--- config.mk ---
export PLATFORM = sky130hd
export DESIGN_NAME = prime_count_in_range_unit
export DESIGN_NICKNAME = d
export VERILOG_FILES = /design/src/rtl/pcir_pkg.sv /design/src/rtl/prime_count_in_range_unit.sv
export SDC_FILE = /design/constraint.sdc
export NUM_CORES = 1
export LEC_CHECK = 0
export ABC_AREA = 1
export CORE_ASPECT_RATIO = 0.9
export CORE_MARGIN = 3
export CORE_UTILIZATION = 35
export DETAILED_ROUTE_END_ITERATION = 10
export DONT_BUFFER_PORTS = 1
export GPL_TIMING_DRIVEN = 0
export PLACE_DENSITY_LB_ADDON = 0.15
export SETUP_SLACK_MARGIN = 0.2
export SLEW_MARGIN = 20
export SYNTH_ARGS = -nofsm -noshare
export SYNTH_HDL_FRONTEND = slang
export SYNTH_SLANG_ARGS = --single-unit
--- constraint.sdc ---
create_clock -name clk_i -period 4.8 [get_ports clk_i]
set_clock_uncertainty 0.2 [all_clocks]
set_input_delay 0.96 -clock clk_i [delete_from_list [all_inputs] [get_ports clk_i]]
set_output_delay 0.96 -clock clk_i [all_outputs]
set_load 0.05 [all_outputs]
--- src/rtl/pcir_pkg.sv ---
// pcir_pkg: shared constants for the prime count in range unit
// no dependencies; imported by prime_count_in_range_unit and its bench
package pcir_pkg;

  // width of the prime count result
  localparam int unsigned COUNT_WIDTH = 13;

  // trial divisors start at the first odd prime
  localparam int unsigned FIRST_DIVISOR = 3;

  // smallest prime, the only even one
  localparam int unsigned SMALLEST_PRIME = 2;

endpackage

--- src/rtl/prime_count_in_range_unit.sv ---
// prime_count_in_range_unit: counts primes in an inclusive range by trial division
// depends on pcir_pkg (count width and divisor constants)
//
//   channel   | ports                                  | direction | handshake
//   ----------+----------------------------------------+-----------+--------------------
//   range in  | range_start_i, range_end_i             | in        | start_i && !busy_o
//   count out | prime_count_o                          | out       | done_o, one cycle
//
// each number of the range passes through the test and advance states and, per odd
//   trial divisor tried, a square check, the bit-serial remainder unit at one bit a
//   cycle, then a divisor step
// an empty range (start above end) returns 0 in the cycle right after the transfer
// reset clears the sequencer and the count; busy_o is low after reset
// busy_o stays high from the accepted transfer until the cycle after done_o
// the receiver cannot stall: done_o marks the result for exactly one cycle
module prime_count_in_range_unit #(
  parameter int unsigned VALUE_WIDTH = 16
) (
  input  logic                              clk_i,
  input  logic                              rst_ni,
  input  logic                              start_i,
  output logic                              busy_o,
  input  logic [VALUE_WIDTH-1:0]            range_start_i,
  input  logic [VALUE_WIDTH-1:0]            range_end_i,
  output logic                              done_o,
  output logic [pcir_pkg::COUNT_WIDTH-1:0]  prime_count_o
);
  import pcir_pkg::*;

  localparam int unsigned IdxWidth = (VALUE_WIDTH > 1) ? $clog2(VALUE_WIDTH) : 1;
  localparam int unsigned SqWidth  = VALUE_WIDTH + 2;
  localparam int unsigned RemWidth = VALUE_WIDTH + 1;

  localparam logic [2:0] StIdle  = 3'd0;
  localparam logic [2:0] StTest  = 3'd1;
  localparam logic [2:0] StCheck = 3'd2;
  localparam logic [2:0] StDiv   = 3'd3;
  localparam logic [2:0] StStep  = 3'd4;
  localparam logic [2:0] StAdv   = 3'd5;
  localparam logic [2:0] StDone  = 3'd6;

  localparam logic [COUNT_WIDTH-1:0] CountMax = {COUNT_WIDTH{1'b1}};
  localparam logic [VALUE_WIDTH-1:0] FirstDiv = VALUE_WIDTH'(FIRST_DIVISOR);
  localparam logic [SqWidth-1:0]     FirstSq  = SqWidth'(FIRST_DIVISOR * FIRST_DIVISOR);
  localparam logic [VALUE_WIDTH-1:0] TwoVal   = VALUE_WIDTH'(SMALLEST_PRIME);

  logic [2:0]             state_q, state_d;
  logic [VALUE_WIDTH-1:0] n_q, n_d;
  logic [VALUE_WIDTH-1:0] hi_q, hi_d;
  logic [VALUE_WIDTH-1:0] d_q, d_d;
  logic [SqWidth-1:0]     sq_q, sq_d;
  logic [RemWidth-1:0]    rem_q, rem_d;
  logic [IdxWidth-1:0]    idx_q, idx_d;
  logic [COUNT_WIDTH-1:0] count_q, count_d;

  logic [RemWidth-1:0]    rem_shift;
  logic [RemWidth-1:0]    rem_sub;
  logic                   rem_ge;
  logic [COUNT_WIDTH-1:0] count_inc;

  // bit-serial remainder: shift in the next bit of n, subtract d when it fits
  assign rem_shift = {rem_q[RemWidth-2:0], n_q[idx_q]};
  assign rem_ge    = rem_shift >= {1'b0, d_q};
  assign rem_sub   = rem_ge ? (rem_shift - {1'b0, d_q}) : rem_shift;

  // count saturates at its all-ones value
  assign count_inc = (count_q == CountMax) ? count_q : count_q + 1'b1;

  always_comb begin
    state_d = state_q;
    n_d     = n_q;
    hi_d    = hi_q;
    d_d     = d_q;
    sq_d    = sq_q;
    rem_d   = rem_q;
    idx_d   = idx_q;
    count_d = count_q;
    unique case (state_q)
      StIdle: begin
        if (start_i) begin
          n_d     = range_start_i;
          hi_d    = range_end_i;
          count_d = '0;
          state_d = (range_start_i > range_end_i) ? StDone : StTest;
        end
      end
      StTest: begin
        if (n_q == TwoVal) begin
          count_d = count_inc;
          state_d = StAdv;
        end else if (n_q < TwoVal || !n_q[0]) begin
          state_d = StAdv;
        end else begin
          d_d     = FirstDiv;
          sq_d    = FirstSq;
          state_d = StCheck;
        end
      end
      StCheck: begin
        if (sq_q > SqWidth'(n_q)) begin
          // no divisor up to the square root
          count_d = count_inc;
          state_d = StAdv;
        end else begin
          rem_d   = '0;
          idx_d   = IdxWidth'(VALUE_WIDTH - 1);
          state_d = StDiv;
        end
      end
      StDiv: begin
        rem_d = rem_sub;
        idx_d = idx_q - 1'b1;
        if (idx_q == '0) begin
          state_d = (rem_sub == '0) ? StAdv : StStep;
        end
      end
      StStep: begin
        // (d + 2)^2 = d^2 + 4d + 4
        sq_d    = sq_q + {d_q, 2'b00} + SqWidth'(4);
        d_d     = d_q + TwoVal;
        state_d = StCheck;
      end
      StAdv: begin
        if (n_q == hi_q) begin
          state_d = StDone;
        end else begin
          n_d     = n_q + 1'b1;
          state_d = StTest;
        end
      end
      StDone: begin
        state_d = StIdle;
      end
      default: begin
        state_d = StIdle;
      end
    endcase
  end

  always_ff @(posedge clk_i or negedge rst_ni) begin
    if (!rst_ni) begin
      state_q <= StIdle;
      count_q <= '0;
    end else begin
      state_q <= state_d;
      count_q <= count_d;
    end
  end

  always_ff @(posedge clk_i) begin
    n_q   <= n_d;
    hi_q  <= hi_d;
    d_q   <= d_d;
    sq_q  <= sq_d;
    rem_q <= rem_d;
    idx_q <= idx_d;
  end

  assign busy_o        = (state_q != StIdle);
  assign done_o        = (state_q == StDone);
  assign prime_count_o = count_q;

  // result strobe lasts one cycle
  assert property (@(posedge clk_i) disable iff (!rst_ni) done_o |=> !done_o)
    else $error("done_o held for more than one cycle");

  // an empty range reports zero right after the transfer
  assert property (@(posedge clk_i) disable iff (!rst_ni)
    (start_i && !busy_o && range_start_i > range_end_i) |=> (done_o && prime_count_o == '0))
    else $error("empty range did not return zero");

  // trial divisors are always odd and at least three
  assert property (@(posedge clk_i) disable iff (!rst_ni)
    (state_q == StDiv) |-> (d_q[0] && d_q >= FirstDiv))
    else $error("bad trial divisor");

  // a remainder step never leaves a value at or above the divisor
  assert property (@(posedge clk_i) disable iff (!rst_ni)
    (state_q == StDiv) |=> (rem_q < {1'b0, d_q}))
    else $error("remainder out of range");

endmodule

==> impl_metrics.csv <==
group,metric,value,unit
yosys,avgSynthCellArea,7.85,sq um
timing,rsz0062_at_grt,"false",
job,cap_violations,0,
detailed_routing,drc,0,
timing,clock.fmax,0.264,GHz
cts,cts_max_level,3,
worst_hold_path,hp-class,"in -> async",
power_and_ir_drop,netSwitchingFraction,48.7,%
power_and_ir_drop,pwr-share-comb,55.1,%
yosys,synth_top_family_by_area,"simple AND/OR/NAND/NOR gates",
detailed_routing,wirelength,19.4,mm
detailed_routing,wl_per_cell,15.1,um
yosys,syn_nets,1091,
grt,grt_pass1_wl,31.2,mm
layout,fill_cells,2250,
floorplanning,initial_core_util,36.2,%
yosys,synthSimpleGateAreaFrac,26.2,%
power_and_ir_drop,switchingPower,2.61,mW
grt,grt_pass1_vias,6053,
detailed_routing,drtPass1Iterations,5,
grt,antenna_found_initial,1,
cts,post_cts_buffers,0,
floorplanning,ios,50,
timing,worst_pin_slew,1.01,ns
power_and_ir_drop,fin_total_pwr,5.36,mW
cts,cts_sinks,98,
cts,clockRootBuffer,"clkbuf_16",
floorplanning,rows,50,
power_and_ir_drop,p_per_area,642,nW/um^2
setup_path,crit_path_top_delay_cell,"nor3_1",
floorplanning,dieArea,23700,sq um
placed_design,place.gp.congestion,0.902,
timing,finalCriticalPeriod,3.79,ns
floorplanning,die_w,162,um
yosys,synth-compound-area-share,10.3,%
power_and_ir_drop,intPower,2.75,mW
detailed_routing,detail-route-antenna-nets,0,
detailed_routing,drt_iter0_drc,350,
layout,drive_gt1_share,5.24,%
power_and_ir_drop,p_clk_share,15.2,%
timing,finalSetupViolations,0,
yosys,post-synth-top-area-fraction,32.1,%
yosys,synth.area.top_cells,"edfxtp_1 (32%), ha_1 (13%), nand2_1 (11%)",
setup_path,critPathMaxStageDelay,0.84,ns
timing,max_slew_margin,32.3,%
floorplanning,core-area,21100,sq um
setup_path,crit_family,"simple AND/OR/NAND/NOR gates",
yosys,netlist_instances,976,
yosys,synthAdderAreaFrac,13.3,%
yosys,synth_xor_area_share,5.03,%
detailed_routing,viasPerCell,4.92,
yosys,ys_seq_area_share,37.3,%
grt,grt_use_total,16.5,%
setup_path,crit_required,4.58,ns
placed_design,port_buffers,0,
cts,cts_tree,"yes",
cts,clk_path_buf_depth,2,
power_and_ir_drop,p_leak,3.78,nW
setup_path,critPathLaunchType,"flop",
cts,ctsHoldBuffers,0,
setup_path,critPathKind,"reg -> reg",
setup_path,reg2reg_slack,1.01,ns
yosys,syn_area,7660,sq um
yosys,yosys.area.top_type,"edfxtp_1",
cts,clk_latency,0.36,ns
timing,period_share,78.9,%
layout,diodes,0,
grt,grt_max_degree,31,
yosys,ys_ff_latch,98,
cts,cts_resized,0,
timing,setup_tns,0,ns
detailed_routing,vias,6291,
layout,nets,1102,
grt,grt.overflow.total,0,
timing,finalHoldViolations,0,
layout,area_growth,8.93,%
setup_path,arrival,3.57,ns
floorplanning,die-height,146,um
setup_path,crit_buf_inv,2,
placed_design,place_hpwl,15.2,mm
yosys,ys_types,49,
yosys,ys_warn_count,0,
cts,cts_made_buffers,9,
setup_path,worstPathMaxFanout,20,
timing,drv_slew,0,
cts,path_clk_slew,0.07,ns
setup_path,end_kind,"flop",
power_and_ir_drop,sequentialPowerShare,29.7,%
setup_path,worstPathCellList,"nor3_1, clkinv_1, clkbuf_1, nand2_1",
yosys,synth.area.mux_share,0,%
outcome,status,"finished clean",
power_and_ir_drop,ir_drop,0.216,mV
==> through the flow <==
step	instances	setup slack [ns]	utilization, %	hold WS, ns	cell area, sq um
after floorplan	976	1.92	-	0.404	7660
after global placement	1262	0.863	37.9	0.437	8020
after detailed placement	1262	0.936	38.0	0.455	8030
after CTS	1278	0.897	39.5	0.0705	8350
after global routing	1278	0.696	39.5	0.0669	8350
final	1278	1.01	39.5	0.0879	8350
==> state kept, by name, summed over array words and instances, names as in the netlist <==
name and cells:
rem_q 16, hi_q 16, prime_count_o 13, n_q 16, state_q 3, idx_q 4, sq_q 15, d_q 15
==> placed cells by master (no fill, tap or decap), types with 8 or more instances in the layout <==
cell / netlist / layout
nand4_1: 12 / 12
dfrtp_1: 16 / 16
o21ai_0: 38 / 38
clkbuf_16: 0 / 9
a21oi_1: 69 / 69
nand3_1: 70 / 70
nor2_1: 94 / 93
nor3_1: 24 / 23
clkbuf_1: 7 / 9
xnor2_1: 13 / 13
inv_2: 12 / 13
nand2_1: 226 / 226
ha_1: 78 / 78
nor4_1: 8 / 8
inv_1: 125 / 124
xor2_1: 31 / 31
edfxtp_1: 82 / 82
==> Yosys cell counts, drive strengths merged <==
library cell	n
a21boi	2
nor3	27
clkbuf	7
clkinv	3
a21oi	71
xnor2	13
o21ai	43
o21a	3
and2	1
a211oi	3
a41oi	1
nand2	226
fa	2
nor4	9
xor2	31
inv	137
nand3	74
nor3b	4
a31oi	3
dfrtp	16
o311ai	1
edfxtp	82
a21o	3
or2	5
o21bai	2
o31ai	5
ha	78
nor4b	2
o211ai	2
nand4	12
o2111ai	2
buf	7
nor2	95
a31o	1
nand3b	2
and3	1
==> logic make-up after synthesis <==
group | after synthesis
AOI/OAI and AO/OA | 142
and+or+nand+nor | 458
DFF | 98
xor gates and xnor gates | 44
buffers and inverters | 154
adders and majority gates | 80
==> metal layers <==
layer	global-route usage [%]	routed length, um
met2	24.4	8050
met1	24.6	10300
met3	2.98	639
met5	0	7
met4	4.78	345
==> path summary, 6_finish.rpt <==
kind,to,cells past startpoint,from
max,rem_q[2]$_SDFFCE_PN0P_,4,state_q[2]$_DFFE_PN0P_
min,prime_count_o[4]$_DFFE_PN0P_,0,rst_ni
max reg2reg,rem_q[2]$_SDFFCE_PN0P_,4,state_q[2]$_DFFE_PN0P_
min reg2reg,idx_q[3]$_SDFFCE_PN1P_,2,idx_q[3]$_SDFFCE_PN1P_
max in group asynchronous,prime_count_o[12]$_DFFE_PN0P_,0,rst_ni
min in group clk_i,idx_q[3]$_SDFFCE_PN1P_,2,idx_q[3]$_SDFFCE_PN1P_
==> power by group through the flow <==
stage | registers, mW | clock network (mW) | logic (mW)
final | 1.59 | 0.814 | 2.95
after global routing | 1.64 | 0.866 | 3.40
after CTS | 1.60 | 0.839 | 2.96
after detailed placement | 1.62 | 0 | 2.94
after global placement | 1.62 | 0 | 2.93
after floorplan | 1.51 | 0 | 2.27
==> area by class of cell <==
cell class | count | area [sq um] | area share [%]
Sequential cell | 98 | 2860 | 34.3
Inverter | 140 | 526 | 6.29
Multi-Input combinational cell | 724 | 4210 | 50.4
Tap cell | 286 | 358 | 4.29
Clock inverter | 5 | 86.3 | 1.03
Clock buffer | 11 | 233 | 2.79
Buffer | 14 | 78.8 | 0.944
(Power assumes the default switching activity.)
